<file path="src/rtl/cesd_pkg.sv">
`timescale 1ns / 1ps
package cesd_pkg;

	typedef enum logic [3:0] {
		MODE_PLAIN = 4'b0001,
		MODE_ESC   = 4'b0010,
		MODE_OCT   = 4'b0100,
		MODE_HEX   = 4'b1000
	} mode_t;

	// One decoded byte and its end-of-string flag.
	typedef struct packed {
		logic       last;
		logic [7:0] chr;
	} res_t;

	// Everything the decoder hands back for one request.
	typedef struct packed {
		mode_t       mode;
		logic [7:0]  accum;
		logic [1:0]  num;
		res_t        r1;
		res_t        r0;
	} dec_t;

	localparam logic [7:0] CH_BSL   = 8'h5C;
	localparam logic [7:0] CH_LF    = 8'h0A;
	localparam logic [7:0] CH_TAB   = 8'h09;
	localparam logic [7:0] CH_VT    = 8'h0B;
	localparam logic [7:0] CH_CR    = 8'h0D;
	localparam logic [7:0] CH_SQUOT = 8'h27;
	localparam logic [7:0] CH_DQUOT = 8'h22;
	localparam logic [7:0] CH_QMARK = 8'h3F;
	localparam logic [7:0] CH_N     = 8'h6E;
	localparam logic [7:0] CH_T     = 8'h74;
	localparam logic [7:0] CH_V     = 8'h76;
	localparam logic [7:0] CH_R     = 8'h72;
	localparam logic [7:0] CH_X     = 8'h78;

	// Result queue geometry.
	localparam int unsigned QDEPTH = 4;
	localparam int unsigned QAW    = $clog2(QDEPTH);

	function automatic logic is_oct(input logic [7:0] b);
		is_oct = (b[7:3] == 5'b00110);
	endfunction

	// Bit 4 flags a hex digit, bits 3:0 hold its value.
	function automatic logic [4:0] hex_val(input logic [7:0] b);
		logic [4:0] r;
		r = 5'b0;
		if (b >= 8'h30 && b <= 8'h39)
			r = {1'b1, b[3:0]};
		else if ((b >= 8'h41 && b <= 8'h46) || (b >= 8'h61 && b <= 8'h66))
			r = {1'b1, b[3:0] + 4'd9};
		hex_val = r;
	endfunction

endpackage

</file>
<file path="src/rtl/c_escape_sequence_decoder_unit.sv">
`timescale 1ns / 1ps
// C string escape decoder.
// Slave channel s_*: one raw byte of a string literal body per request, s_tlast
// on the final byte of the string. Master channel m_*: decoded bytes, m_tlast on
// the final decoded byte of each string.
// Each accepted request is decoded in the cycle it is taken and yields zero, one
// or two result bytes, which are written into a four-entry result queue. A
// result is held in the queue and shows on m_* once the results ahead of it are taken.
// Throughput: one request per cycle while the queue has room for two results;
// s_tready is high whenever the queue holds two entries or fewer. A stream whose
// bytes each give one result runs at one byte per cycle in both directions while
// m_tready stays high; a request that gives two results adds two queue entries.
// Escapes open over several requests (backslash, octal run, hex run) produce no
// result until the sequence closes or the final byte flushes it.
// Reset (arst_n low) empties the queue and returns the decoder to plain mode with
// a cleared accumulator. When the receiver stalls, results wait in the queue and
// s_tready drops once fewer than two slots are free.
module c_escape_sequence_decoder_unit (
	input  logic       clk,
	input  logic       arst_n,
	input  logic       s_tvalid,
	output logic       s_tready,
	input  logic [7:0] s_tdata,   // [7:0] in_byte
	input  logic       s_tlast,
	output logic       m_tvalid,
	input  logic       m_tready,
	output logic [7:0] m_tdata,   // [7:0] out_byte
	output logic       m_tlast
);

	localparam int unsigned QCW = cesd_pkg::QAW + 1;

	cesd_pkg::mode_t mode_q;
	logic [7:0]      accum_q;

	cesd_pkg::res_t                 queue_q [cesd_pkg::QDEPTH];
	logic [cesd_pkg::QAW-1:0]       wr_ptr_q;
	logic [cesd_pkg::QAW-1:0]       rd_ptr_q;
	logic [QCW-1:0]                 count_q;

	cesd_pkg::dec_t dec;
	logic           s_fire;
	logic           m_fire;
	logic [1:0]     push_num;

	// Decode the current byte against the held escape state.
	cesd_decode u_decode (
		.mode_in  (mode_q),
		.accum_in (accum_q),
		.chr_in   (s_tdata),
		.last_in  (s_tlast),
		.dec      (dec)
	);

	// Accept only with room for the worst case of two results.
	assign s_tready = (count_q <= QCW'(cesd_pkg::QDEPTH - 2));
	assign s_fire   = s_tvalid & s_tready;
	assign m_fire   = m_tvalid & m_tready;
	assign push_num = s_fire ? dec.num : 2'd0;

	// Advance the decoder state on every accepted request.
	always_ff @(posedge clk or negedge arst_n) begin
		if (!arst_n) begin
			mode_q  <= cesd_pkg::MODE_PLAIN;
			accum_q <= 8'h00;
		end else if (s_fire) begin
			mode_q  <= dec.mode;
			accum_q <= dec.accum;
		end
	end

	// Queue storage: write up to two results at the tail.
	always_ff @(posedge clk) begin
		if (push_num != 2'd0)
			queue_q[wr_ptr_q] <= dec.r0;
		if (push_num == 2'd2)
			queue_q[wr_ptr_q + cesd_pkg::QAW'(1)] <= dec.r1;
	end

	// Queue pointers and occupancy.
	always_ff @(posedge clk or negedge arst_n) begin
		if (!arst_n) begin
			wr_ptr_q <= '0;
			rd_ptr_q <= '0;
			count_q  <= '0;
		end else begin
			wr_ptr_q <= wr_ptr_q + cesd_pkg::QAW'(push_num);
			if (m_fire)
				rd_ptr_q <= rd_ptr_q + cesd_pkg::QAW'(1);
			count_q  <= count_q + QCW'(push_num) - QCW'(m_fire);
		end
	end

	// Head of the queue drives the master channel.
	assign m_tvalid = (count_q != '0);
	assign m_tdata  = queue_q[rd_ptr_q].chr;
	assign m_tlast  = queue_q[rd_ptr_q].last;

endmodule

</file>
<file path="src/rtl/cesd_decode.sv">
`timescale 1ns / 1ps
module cesd_decode (
	input  cesd_pkg::mode_t mode_in,
	input  logic [7:0]      accum_in,
	input  logic [7:0]      chr_in,
	input  logic            last_in,
	output cesd_pkg::dec_t  dec
);

	always_comb begin
		cesd_pkg::mode_t mode;
		logic [7:0]      acc;
		logic [1:0]      num;
		cesd_pkg::res_t  r0;
		cesd_pkg::res_t  r1;
		logic [4:0]      hv;
		logic            flush;
		logic [7:0]      fchr;

		mode  = mode_in;
		acc   = accum_in;
		num   = 2'd0;
		r0    = '0;
		r1    = '0;
		hv    = cesd_pkg::hex_val(chr_in);
		flush = 1'b0;
		fchr  = 8'h00;

		case (mode_in)
			cesd_pkg::MODE_PLAIN: begin
				if (chr_in == cesd_pkg::CH_BSL) begin
					mode = cesd_pkg::MODE_ESC;
				end else begin
					r0.chr = chr_in;
					num    = 2'd1;
				end
			end
			cesd_pkg::MODE_ESC: begin
				mode = cesd_pkg::MODE_PLAIN;
				num  = 2'd1;
				case (chr_in)
					cesd_pkg::CH_BSL:   r0.chr = cesd_pkg::CH_BSL;
					cesd_pkg::CH_N:     r0.chr = cesd_pkg::CH_LF;
					cesd_pkg::CH_T:     r0.chr = cesd_pkg::CH_TAB;
					cesd_pkg::CH_V:     r0.chr = cesd_pkg::CH_VT;
					cesd_pkg::CH_R:     r0.chr = cesd_pkg::CH_CR;
					cesd_pkg::CH_SQUOT: r0.chr = cesd_pkg::CH_SQUOT;
					cesd_pkg::CH_DQUOT: r0.chr = cesd_pkg::CH_DQUOT;
					cesd_pkg::CH_QMARK: r0.chr = cesd_pkg::CH_QMARK;
					cesd_pkg::CH_X: begin
						acc  = 8'h00;
						mode = cesd_pkg::MODE_HEX;
						num  = 2'd0;
					end
					default: begin
						if (cesd_pkg::is_oct(chr_in)) begin
							acc  = {5'b0, chr_in[2:0]};
							mode = cesd_pkg::MODE_OCT;
							num  = 2'd0;
						end else begin
							// unknown escape: backslash, then the byte as is
							r0.chr = cesd_pkg::CH_BSL;
							r1.chr = chr_in;
							num    = 2'd2;
						end
					end
				endcase
			end
			cesd_pkg::MODE_OCT, cesd_pkg::MODE_HEX: begin
				if (mode_in == cesd_pkg::MODE_OCT && cesd_pkg::is_oct(chr_in)) begin
					acc = {acc[4:0], chr_in[2:0]};
				end else if (mode_in == cesd_pkg::MODE_HEX && hv[4]) begin
					acc = {acc[3:0], hv[3:0]};
				end else begin
					// run ends: emit the value, then treat the byte as plain
					r0.chr = acc;
					acc    = 8'h00;
					if (chr_in == cesd_pkg::CH_BSL) begin
						mode = cesd_pkg::MODE_ESC;
						num  = 2'd1;
					end else begin
						mode   = cesd_pkg::MODE_PLAIN;
						r1.chr = chr_in;
						num    = 2'd2;
					end
				end
			end
			default: mode = cesd_pkg::MODE_PLAIN;
		endcase

		if (last_in) begin
			if (mode == cesd_pkg::MODE_ESC) begin
				flush = 1'b1;
				fchr  = cesd_pkg::CH_BSL;
			end else if (mode == cesd_pkg::MODE_OCT || mode == cesd_pkg::MODE_HEX) begin
				flush = 1'b1;
				fchr  = acc;
			end
			if (flush) begin
				if (num == 2'd0)
					r0.chr = fchr;
				else
					r1.chr = fchr;
				num = num + 2'd1;
			end
			mode = cesd_pkg::MODE_PLAIN;
			acc  = 8'h00;
			if (num == 2'd1)
				r0.last = 1'b1;
			else if (num == 2'd2)
				r1.last = 1'b1;
		end

		dec.mode  = mode;
		dec.accum = acc;
		dec.num   = num;
		dec.r0    = r0;
		dec.r1    = r1;
	end

endmodule

</file>
<file path="config.mk">
export PLATFORM = sky130hd
export DESIGN_NAME = c_escape_sequence_decoder_unit
export DESIGN_NICKNAME = d
export VERILOG_FILES = /design/src/rtl/cesd_pkg.sv /design/src/rtl/c_escape_sequence_decoder_unit.sv /design/src/rtl/cesd_decode.sv
export SDC_FILE = /design/constraint.sdc
export NUM_CORES = 1
export LEC_CHECK = 0
export BUFFER_PORTS_ARGS = -buffer_cell sky130_fd_sc_hd__buf_2
export CORE_MARGIN = 8
export CORE_UTILIZATION = 38
export DETAILED_ROUTE_END_ITERATION = 10
export GPL_ROUTABILITY_DRIVEN = 1
export SETUP_SLACK_MARGIN = 0.5
export SYNTH_ARGS = -nofsm -noshare
export SYNTH_HDL_FRONTEND = slang
export SYNTH_SLANG_ARGS = --single-unit
</file>
<file path="constraint.sdc">
create_clock -name clk -period 10.4 [get_ports clk]
set_clock_uncertainty 0.15 [all_clocks]
set_input_delay 0.52 -clock clk [delete_from_list [all_inputs] [get_ports clk]]
set_output_delay 0.52 -clock clk [all_outputs]
set_load 0.03 [all_outputs]
</file>
After elaboration in Yosys (flattened, before gate mapping)
Memory sizes are Yosys's and may differ from the RTL's.
Index checks and enable logic that the tools add are counted.
{"block": "word_totals", "regBits": 19, "ramBits": 36, "in_bits": 13, "output_inout_bits": 11, "word_cells": 111, "n_memories": 1}
{"name": "queue_q", "words": 4, "width": 9, "read_ports": 1, "rd_clocked_by_memory_dff": 0, "wr": 2, "line_no": "c_escape_sequence_decoder_unit.sv:36", "text": "cesd_pkg::res_t queue_q [cesd_pkg::QDEPTH];"}
{"block": "op_classes", "addsub": 7, "order_cmp": 7, "n_eq_ne": 20, "muxes": 56, "n_bitwise": 2, "n_reduce_logical": 13}
{"operator": "8-bit 2-to-1 mux", "n": 17}
{"operator": "8-bit case mux with 9 select lines", "n": 1}
{"operator": "8-bit by 7-bit equality test with 1-bit output (second input constant)", "n": 6}
{"operator": "8-bit case mux with 2 select lines", "n": 3}
{"operator": "8-bit by 6-bit equality test with 1-bit output (second input constant)", "n": 3}
{"operator": "8-bit case mux with 3 select lines", "n": 1}
{"operator": "2-bit 2-to-1 mux", "n": 9}
{"operator": "9-bit 2-to-1 mux", "n": 2}
{"operator": "8-bit by 7-bit greater-or-equal comparator with 1-bit output (second input constant)", "n": 2}
{"operator": "8-bit by 7-bit <= comparator with 1-bit output (second input constant)", "n": 2}
{"operator": "4-bit 2-to-1 mux", "n": 4}
{"operator": "4-bit case mux with 3 select lines", "n": 1}
{"operator": "1-bit 2-to-1 mux", "n": 11}
{"operator": "5-bit 2-to-1 mux", "n": 2}
{"operator": "9-bit OR reduction", "n": 1}
{"operator": "4-bit by 2-bit equality test with 1-bit output (second input constant)", "n": 2}
{"operator": "4-bit by 3-bit equality test with 1-bit output (second input constant)", "n": 2}
{"operator": "4-bit equality test (second input constant)", "n": 2}
{"operator": "8-bit by 6-bit greater-or-equal comparator with 1-bit output (second input constant)", "n": 1}
{"operator": "8-bit by 6-bit <= comparator with 1-bit output (second input constant)", "n": 1}
{"operator": "4-bit case mux with 2 select lines", "n": 1}
{"operator": "8-bit OR reduction", "n": 1}
{"operator": "7-bit 2-to-1 mux", "n": 1}
{"operator": "2-bit by 1-bit adder with 2-bit output (second input constant)", "n": 3}
{"operator": "19 further kinds", "n": 26}

Logic depth before layout (Yosys ltp)
Gate-level depths: netlist (run 1).
{"block": "depth", "ltp_word": 21, "depth_mapped": 16, "ltp_nobuf": 16}

By module
From an unflattened synthesis (run 1), not the netlist that was laid out.
{"block": "unflattened", "cells_unflattened": 362, "hier_area_um2": 4145.2}
{"mod": "c_escape_sequence_decoder_unit", "instances": 1, "cells_per_inst": 162, "area_each_um2": 2745.1, "seq_area_each_um2": 1557.7}
{"mod": "cesd_decode", "instances": 1, "cells_per_inst": 200, "area_each_um2": 1400.1, "seq_area_each_um2": 0.0}

Least setup slack after synthesis (run 1)
No wires, ideal clock.
{"block": "synth_path", "kind": "input to register", "from": "in s_tdata[0]", "to": "mem queue_q[2][0] (netlist name), enable pin", "setup_ns": 0.387, "arrival_ns": 3.644, "required_ns": 9.863, "slack_ns": 6.218, "stages": 15, "path_buffers": 1, "cell_sequence": "inv_1 ha_1 nor3b_1 nor4_4 nor4_2 nand2_1 nand2_1 inv_1 ha_1 inv_1 nor3_1 a311o_4 nand4b_2 buf_6 o21ai_0"}
{"item": "from (decl)", "line_no": "c_escape_sequence_decoder_unit.sv:23", "text": "input logic [7:0] s_tdata,"}
{"item": "to (decl)", "line_no": "c_escape_sequence_decoder_unit.sv:36"}

==> run metrics, run 1 <==
top-level I/O count=24; r2r setup slk=5760 ps; drt pass-1 iters=5; num rows=37; die area=13810 um2; Starting Density=38.46%; fin crit period=4885 ps; RSZ-0062 raised after global routing=no; Wirelength per Cell=20.06 um; Worst Min Path Start=count_q[2]; max_cap viols=0; Clock Sinks=55; total track usage=14.67%; CP max FO=10; Die Wd=117.5 um; worst-margin pin slew=1171 ps; Setup-failing EPs final=0; Skew-Pair Late Insertion Delay=310 ps; final wirelength=10130 um; Critical Path Source Type=input pin; Post-synth EDFFs=36; first-pass GRT wire length=16520 um; Pleak=1.673 nW; Hold Crit Endpoint=count_q[2]; CP max stage delay=700 ps; Min-Delay Path Depth=1; syn_area_per_cell=11.00 um2; ant diodes=0; CP Cell Sequence=buf_2, inv_1, ha_1, nor3b_1, nor4_4, nor4_2, nand2_1, nand2_1, inv_1, ha_1, inv_1, nor3_1, a311o_4, nand4b_2, o21ai_0; CTS tree=built; kind of critical path=in2reg; Vias=3088; DR vias/cell=6.115; vias in the first global route=3047; placed cell area=4111 um2; worst r2r dst=queue_q[2][8]; area leader, netlist=edfxtp_1; fraction of layout cells with a size suffix above 1=17.34%; clk buf depth=2; Synthesized Nets=380; Netlist cell types=76; I/O Buffers=23; DP HPWL=7838 um; largest net degree at the start of global routing=25; hold_buf cts=1; Slew headroom=21.12%; CP max-delay cell=nor4_2; Slew Viols, Final=0; main flop type after synthesis=edfxtp_1; post-synth top area share=27.60%; status=completed; Detail Route Antenna Nets=0; Data arrival, critical path=4660 ps; largest cells by area after synthesis=edfxtp_1 (28%), dfrtp_1 (11%), mux4_2 (5.2%); Clk Tree Root Cell=clkbuf_8; CP most frequent cell=inv_1; RD Place Congestion=1.032; mapped cell area=3918 um2; Final Cycle Share=46.97%; global route overflow=0; TNS Setup=0 ps; CTS HTree Levels=2; Synth warnings=0; post-cts sizing count=0; Hold Crit Class=reg2reg; cell area after layout=4213 um2; Mapped Cells=356; final hold viol count=0; synthesis-to-finish area growth=7.538%; share of the yosys chip area belonging to registers=39.76%; Placeable Area=10180 um2; CP required=10180 ps; worst hold slack=354.1 ps; pwr/cell area=165.0 nW/um2; CTS buffer count=5; post-route DRC violation count=0; R2R depth=12; Detailed Route Iter0 Violations=231; commonest non-fill, non-tap cell in the layout=edfxtp_1; FF+latch count, synth=55; # nets final=392; clock slew at reported path FFs=100 ps; maximum vdd drop=0.07347 mV; initial antenna violation count=0; worst r2r src=mode_q[2]; crit path capture type=flip-flop; Die Span Y=117.5 um; FMAX=204.7 MHz; commonest non-fill, non-tap cells in the layout=edfxtp_1 (36), nand2_1 (23), buf_2 (23); Post-CTS Setup Inserts=0; CP startpoint=s_tdata[0]; ys async rst share=34.55%
-- worst max path at each step --
stage / to / cells past startpoint
3_5_place_dp: queue_q[2][2] / 15
3_3_place_gp: queue_q[2][3] / 15
5_1_grt: queue_q[2][6] / 15
4_1_cts: queue_q[2][6] / 15
2_1_floorplan: queue_q[2][0] / 15
6_report: queue_q[2][8] / 15
-- critical path, delay by kind of cell --
family / cells / cell delay [ps]
buf+inv: 4 / 440
fa+ha+maj: 2 / 540
simple gates: 7 / 2250
compound gates: 2 / 920
-- routing by layer --
layer	vias up	wire length [um]	part of all wire (%)	global-route usage [%]
met5	-	0	0	0
met4	0	341	3.4	5.765
met3	34	544	5.4	2.974
met2	123	4836	48	24.54
met1	1508	4408	44	18.14
li1	1423	-	-	-
-- through the flow --
| stage | utilization [%] | setup slack (ps) | power [W] | instances |
|---|---|---|---|---|
| floorplan | - | 6218 | 0.0005104 | 356 |
| global placement | 40.37 | 5491 | 0.0005723 | 496 |
| detailed placement | 40.37 | 5276 | 0.0005830 | 496 |
| CTS | 41.36 | 5598 | 0.0007051 | 505 |
| global route | 41.36 | 5200 | 0.0007390 | 505 |
| finish | 41.36 | 5515 | 0.0006950 | 505 |
-- state kept, by name, indices dropped and copies added (netlist names) --
| signal | cells |
|---|---|
| rd_ptr_q | 2 |
| accum_q | 8 |
| mode_q | 4 |
| wr_ptr_q | 2 |
| queue_q | 36 |
| count_q | 3 |
-- final cells by class --
cell class | instances | area (um2)
multi-input cells | 268 | 2205
clock buffers | 5 | 68.82
fillers | 1011 | 5972
clock inverters | 3 | 22.52
inverters | 11 | 41.29
repair buffers | 27 | 147.6
flip-flops and latches | 55 | 1558
well taps | 136 | 170.2
-- where the power goes --
group          total, W  internal, W  switching (W)
Combinational  0.000259     0.000107       0.000152
Sequential     0.000313     0.000273      0.0000401
Clock          0.000123    0.0000489      0.0000741
-- cell usage after synthesis (4+ instances only) --
library cell and number:
a211oi_1 6, a21oi_1 17, a221o_1 5, a22o_1 9, a22oi_1 12, a32oi_1 7, and2_1 6, buf_2 4
clkbuf_1 12, dfrtp_1 18, edfxtp_1 36, ha_1 10, inv_1 11, mux2_1 13, mux2_4 4, mux2i_1 16
mux4_2 9, nand2_1 23, nand2b_1 4, nor2_1 20, nor3_1 7, o21ai_0 15, o21ai_1 5, o2bb2ai_1 4
or3_1 4, xnor2_1 4, xor2_1 5
-- cells by family after synthesis --
group | share of synthesized area [%]
and+or+nand+nor | 17.15
AOI/OAI and AO/OA | 18.59
xor gates and xnor gates | 2.012
buffers and inverters | 3.960
DFF | 39.76
muxes | 14.82
adders and majority gates | 3.705
Power figures use the tool's default switching activity.
==> run 2, diff against run 1 <==
clock period = 4.01 ns   (was 10.4 ns; I/O delays follow)
==> run 2 against run 1 <==
Compared with the run above: largest power group unchanged; sequential share of layout area down 4.4 points; critical path depth down 2; sequential power rose to 2.6 times the previous value; flip-flop and latch count unchanged; first-iteration DRC count up 2.6%; hold slack worse by 240 ps; die area unchanged; register-to-register slack worse by 5200 ps; cell count up 7.5%; clock-buffer cell count unchanged.
==> run metrics, run 2 (synthesis gave the netlist of run 1 again) <==
placed cell area=4273 um2 (was 4111 um2); TNS Setup=0 ps (unchanged); # nets final=430 (was 392); pre-CTS setup slack=58.03 ps (was 5276 ps); largest net degree at the start of global routing=20 (was 25); Hold Crit Class=in2reg (was reg2reg); multi-input logic area=2449 um2 (was 2205 um2); first-pass GRT wire length=18000 um (was 16520 um); Wirelength per Cell=20.72 um (was 20.06 um); CTS tree=built (unchanged); CTS HTree Levels=2 (unchanged); Detail Route Antenna Nets=0 (unchanged); Slew headroom=35.80% (was 21.12%); max reg flops=36 (unchanged); pwr/cell area=408.7 nW/um2 (was 165.0 nW/um2); Most flops, register=queue_q (unchanged); Die Span Y=117.5 um (unchanged); final worst-path setup slack=543.4 ps (was 5515 ps); CTS buffer count=5 (unchanged); commonest non-fill, non-tap cell in the layout=edfxtp_1 (unchanged); num rows=37 (unchanged); cell area after layout=4796 um2 (was 4213 um2); clock slew at reported path FFs=100 ps (about the same); biggest regs=queue_q x36, accum_q x8, mode_q x4 (unchanged); synthesis-to-finish area growth=22.42% (was 7.538%); vias in the first global route=3304 (was 3047); final hold viol count=0 (unchanged); fillers=935 (was 1011); Clock Sinks=55 (unchanged); max_cap viols=0 (unchanged); post-route total power=0.001960 W (was 0.0006950 W); Detailed Route Iter0 Violations=237 (was 231); top-level I/O count=24 (unchanged); maximum vdd drop=0.2400 mV (was 0.07347 mV); Critical Path Source Type=flip-flop (was input pin); DR vias/cell=5.976 (was 6.115); Data arrival, critical path=3380 ps (was 4660 ps); RD Place Congestion=0.9745 (was 1.032); kind of critical path=reg2reg (was in2reg); Final Cycle Share=86.45%; commonest non-fill, non-tap cells in the layout=edfxtp_1 (36), buf_4 (34), buf_2 (23) (was edfxtp_1 (36), nand2_1 (23), buf_2 (23)); worst-margin pin slew=963.0 ps (was 1171 ps); crit path capture type=flip-flop (unchanged); total track usage=15.93% (was 14.67%); Starting Density=38.46% (unchanged); CP required=3920 ps (was 10180 ps); fin crit period=3467 ps; I/O Buffers=23 (unchanged); Vias=3245 (was 3088); Pleak=1.983 nW (was 1.673 nW); worst hold slack=111.4 ps (was 354.1 ps); DP HPWL=8173 um (was 7838 um); status=completed (unchanged); global route overflow=0 (unchanged); Clk Tree Root Cell=clkbuf_8 (unchanged); FF+latch area=1562 um2 (was 1558 um2); Setup-failing EPs final=0 (unchanged); post-route DRC violation count=0 (unchanged); Skew-Pair Late Insertion Delay=310 ps (about the same); clk buf depth=2 (unchanged); fraction of layout cells with a size suffix above 1=33.91% (was 17.34%); die area=13810 um2 (unchanged); CP max FO=6 (was 10); ant diodes=0 (unchanged); Placeable Area=10180 um2 (unchanged); Slew Viols, Final=0 (unchanged); initial antenna violation count=0 (unchanged); final wirelength=11250 um (was 10130 um); FMAX=288.5 MHz; Die Wd=117.5 um (unchanged); drt pass-1 iters=5 (unchanged); RSZ-0062 raised after global routing=yes (was no)
==> run 2: changes by cell type in the layout (fill, tap and decap cells not counted), sizes merged <==
cell,change
buf,+38
bufinv,+1
inv,-2
clkinv,+1
==> run 2: worst paths after layout <==
path	startpoint	endpoint	slack [ps]	depth (start not counted)
setup / recovery	mode_q[1]	queue_q[0][2]	540	13
hold / removal	m_tready	rd_ptr_q[0]	110	3
setup reg to reg	mode_q[1]	queue_q[0][2]	540	13
hold reg to reg	count_q[2]	count_q[2]	370	1
max in group asynchronous	arst_n	mode_q[0]	3160	2
min in group asynchronous	arst_n	rd_ptr_q[0]	200	2
==> run 2: layout make-up <==
class	instances	area share [%]
clock inverter	3	0.9131
inverter	11	0.9131
tap	136	3.548
sequential	55	32.56
clock buffer	5	1.435
multi-input combinational	268	51.06
timing repair buffer	65	9.575
==> run 2: per-stage QoR <==
stage | util, % | instances
2_1_floorplan | - | 356
3_3_place_gp | 41.95 | 511
3_5_place_dp | 41.95 | 511
4_1_cts | 45.16 | 530
5_1_grt | 47.09 | 543
6_report | 47.09 | 543
==> run 2: report_power, final <==
part | internal, W | switching [W]
combinational | 0.000336 | 0.000428
clock | 0.000186 | 0.000186
sequential | 0.000708 | 0.000116
total | 0.00123 | 0.000730
==> run 2: what timing repair did <==
item / in CTS / in global routing
hold endpoints to repair: 18 / 0
setup endpoints to repair: 73 / 74
setup buffers: 10 / 12
pin swaps: 10 / 16
resized for setup: 25 / 22
cloned: 0 / 1
hold buffers: 1 / 0
==> run 2: worst max-delay path, stage by stage, from the launching register on <==
cell and delay [ps]:
dfrtp_2 440, or4b_4 600, a211oi_4 230, buf_6 150, nor4_4 50, nand2_1 120
nand2_2 70, inv_2 70, ha_4 210, inv_4 70, nor3_4 40, a311o_4 480
nand4_4 220, mux2_4 320
==> run 2: per-layer routing <==
| metal | vias up | track usage, % | share of wire [%] |
|---|---|---|---|
| met5 | - | 0 | 0 |
| met4 | 0 | 5.765 | 2.9 |
| met3 | 25 | 2.206 | 4.0 |
| met2 | 108 | 27.33 | 50 |
| met1 | 1616 | 19.95 | 43 |
| li1 | 1496 | - | - |
==> run 3, diff against run 2 <==
CORE_MARGIN = 4   (was 8)
RECOVER_POWER = 50   (was not set)
==> run 3 against run 2 <==
Compared with the run above: worst setup slack worse by 170 ps; maximum frequency down 4.7%; via count decreased by 0.83%; critical path type unchanged.
==> run metrics, run 3 (synthesis gave the netlist of run 1 again) <==
Clock Sinks=55 (unchanged); Critical Path Source Type=flip-flop (unchanged); R2R depth=14 (was 13); Post-Layout Cell Count=541 (was 543); Placed Cells=510 (was 511); drt pass-1 iters=6 (was 5); Starting Density=39.53% (was 38.46%); vias in the first global route=3175 (was 3304); Slew Viols, Final=0 (unchanged); Detail Route Antenna Nets=0 (unchanged); CP required=3940 ps (was 3920 ps); Vias=3218 (was 3245); fraction of layout cells with a size suffix above 1=29.17% (was 33.91%); maximum vdd drop=0.2239 mV (was 0.2400 mV); synthesis-to-finish area growth=20.44% (was 22.42%); CP startpoint=mode_q[2] (was mode_q[1]); FMAX=275.0 MHz (was 288.5 MHz); biggest regs=queue_q x36, accum_q x8, mode_q x4 (unchanged); I/O Buffers=23 (unchanged); post-route DRC violation count=0 (unchanged); Pleak=1.888 nW (was 1.983 nW); global route overflow=0 (unchanged); Skew-Pair Late Insertion Delay=310 ps (about the same); max reg flops=36 (unchanged); worst r2r src=mode_q[2] (was mode_q[1]); CTS buffer count=5 (unchanged); CP endpoint=queue_q[1][2] (was queue_q[0][2]); pwr/cell area=396.9 nW/um2 (was 408.7 nW/um2); Die Span Y=109.5 um (was 117.5 um); Final Cycle Share=90.69% (was 86.45%); DR vias/cell=5.948 (was 5.976); crit path capture type=flip-flop (unchanged); status=completed (unchanged); # nets final=431 (was 430); first-pass GRT wire length=16580 um (was 18000 um); final hold viol count=0 (unchanged); RSZ-0062 raised after global routing=yes (unchanged); Clk Tree Root Cell=clkbuf_8 (unchanged); worst r2r dst=queue_q[1][2] (was queue_q[0][2]); CTS HTree Levels=2 (unchanged); largest net degree at the start of global routing=22 (was 20); commonest non-fill, non-tap cell in the layout=edfxtp_1 (unchanged); fillers=940 (was 935); Slew headroom=26.99% (was 35.80%); kind of critical path=reg2reg (unchanged); DP HPWL=7948 um (was 8173 um); die area=12000 um2 (was 13810 um2); total track usage=17.79% (was 15.93%); RD Place Congestion=0.9862 (was 0.9745); final wirelength=10970 um (was 11250 um); clk buf depth=2 (unchanged); Placeable Area=9910 um2 (was 10180 um2); num rows=36 (was 37); Hold Crit Class=in2reg (unchanged); Setup-failing EPs final=0 (unchanged); Detailed Route Iter0 Violations=233 (was 237); TNS Setup=0 ps (unchanged); initial antenna violation count=0 (unchanged); commonest non-fill, non-tap cells in the layout=edfxtp_1 (36), buf_4 (34), nand2_1 (20) (was edfxtp_1 (36), buf_4 (34), buf_2 (23)); worst-margin pin slew=1095 ps (was 963.0 ps); CP max FO=8 (was 6); clock slew at reported path FFs=100 ps (about the same); Die Wd=109.5 um (was 117.5 um); max_cap viols=0 (unchanged); fin crit period=3636 ps (was 3467 ps); Wirelength per Cell=20.27 um (was 20.72 um); CTS tree=built (unchanged); top-level I/O count=24 (unchanged); Most flops, register=queue_q (unchanged); r2r setup slk=370 ps (was 540 ps); Data arrival, critical path=3570 ps (was 3380 ps); ant diodes=0 (unchanged)
-- run 3: how the worst min path moves through the flow --
stage,endpoint,slack (ps),startpoint,depth (start not counted)
6_report,accum_q[4],160,s_tlast,2
3_3_place_gp,rd_ptr_q[0],20,arst_n,1
4_1_cts,accum_q[4],130,s_tlast,2
3_5_place_dp,rd_ptr_q[0],20,arst_n,1
5_1_grt,accum_q[4],150,s_tlast,2
2_1_floorplan,accum_q[0],-250,arst_n,0
-- run 3: worst max-delay path: stages, from the launching register on --
cell	delay [ps]
dfrtp_1	520
or4b_1	640
a211oi_4	310
nor4_4	90
nand2_1	100
nand2_1	80
inv_1	110
ha_4	220
inv_4	60
nor3_4	40
a311o_4	440
buf_6	140
a22oi_2	230
nor2_2	100
buf_6	160
-- run 3: final cells by class --
type	count	area [um2]	area share, %
well taps	133	166.4	3.527
clock inverters	2	16.27	0.3447
multi-input cells	268	2409	51.05
inverters	11	43.79	0.9281
flip-flops and latches	55	1560	33.07
clock buffers	6	82.58	1.750
repair buffers	66	440.4	9.334
-- run 3: layer usage --
metal	track usage [%]	share of wire, %
met3	2.584	3.9
met5	0	0
met1	23.71	44
met4	5.788	2.5
met2	29.73	50
-- run 3: timing repair --
action	CTS	global route
endpoints found under the setup margin	73	73
pin swaps	1	8
resized for setup	9	34
hold buffers	1	0
endpoints found under the hold margin	18	0
gates cloned	0	1
setup buffers	8	13
-- run 3: where the power goes --
group,switching [W],internal [W]
clock,0.000191,0.000142
sequential,0.000110,0.000708
combinational,0.000419,0.000303
-- run 3: through the flow --
step                      worst slack (ps)  utilization [%]  power [W]  hold slack (ps)  instance area, um2
after floorplan                      526.1                -   0.001334           -245.1                3966
after global placement               130.7            43.23   0.001500            15.27                4284
after detailed placement             71.78            43.23   0.001513            19.67                4284
after CTS                            501.9            45.34   0.001850            129.1                4493
after global routing                 259.6            47.61   0.001993            152.8                4718
final                                373.5            47.61   0.001873            164.0                4718
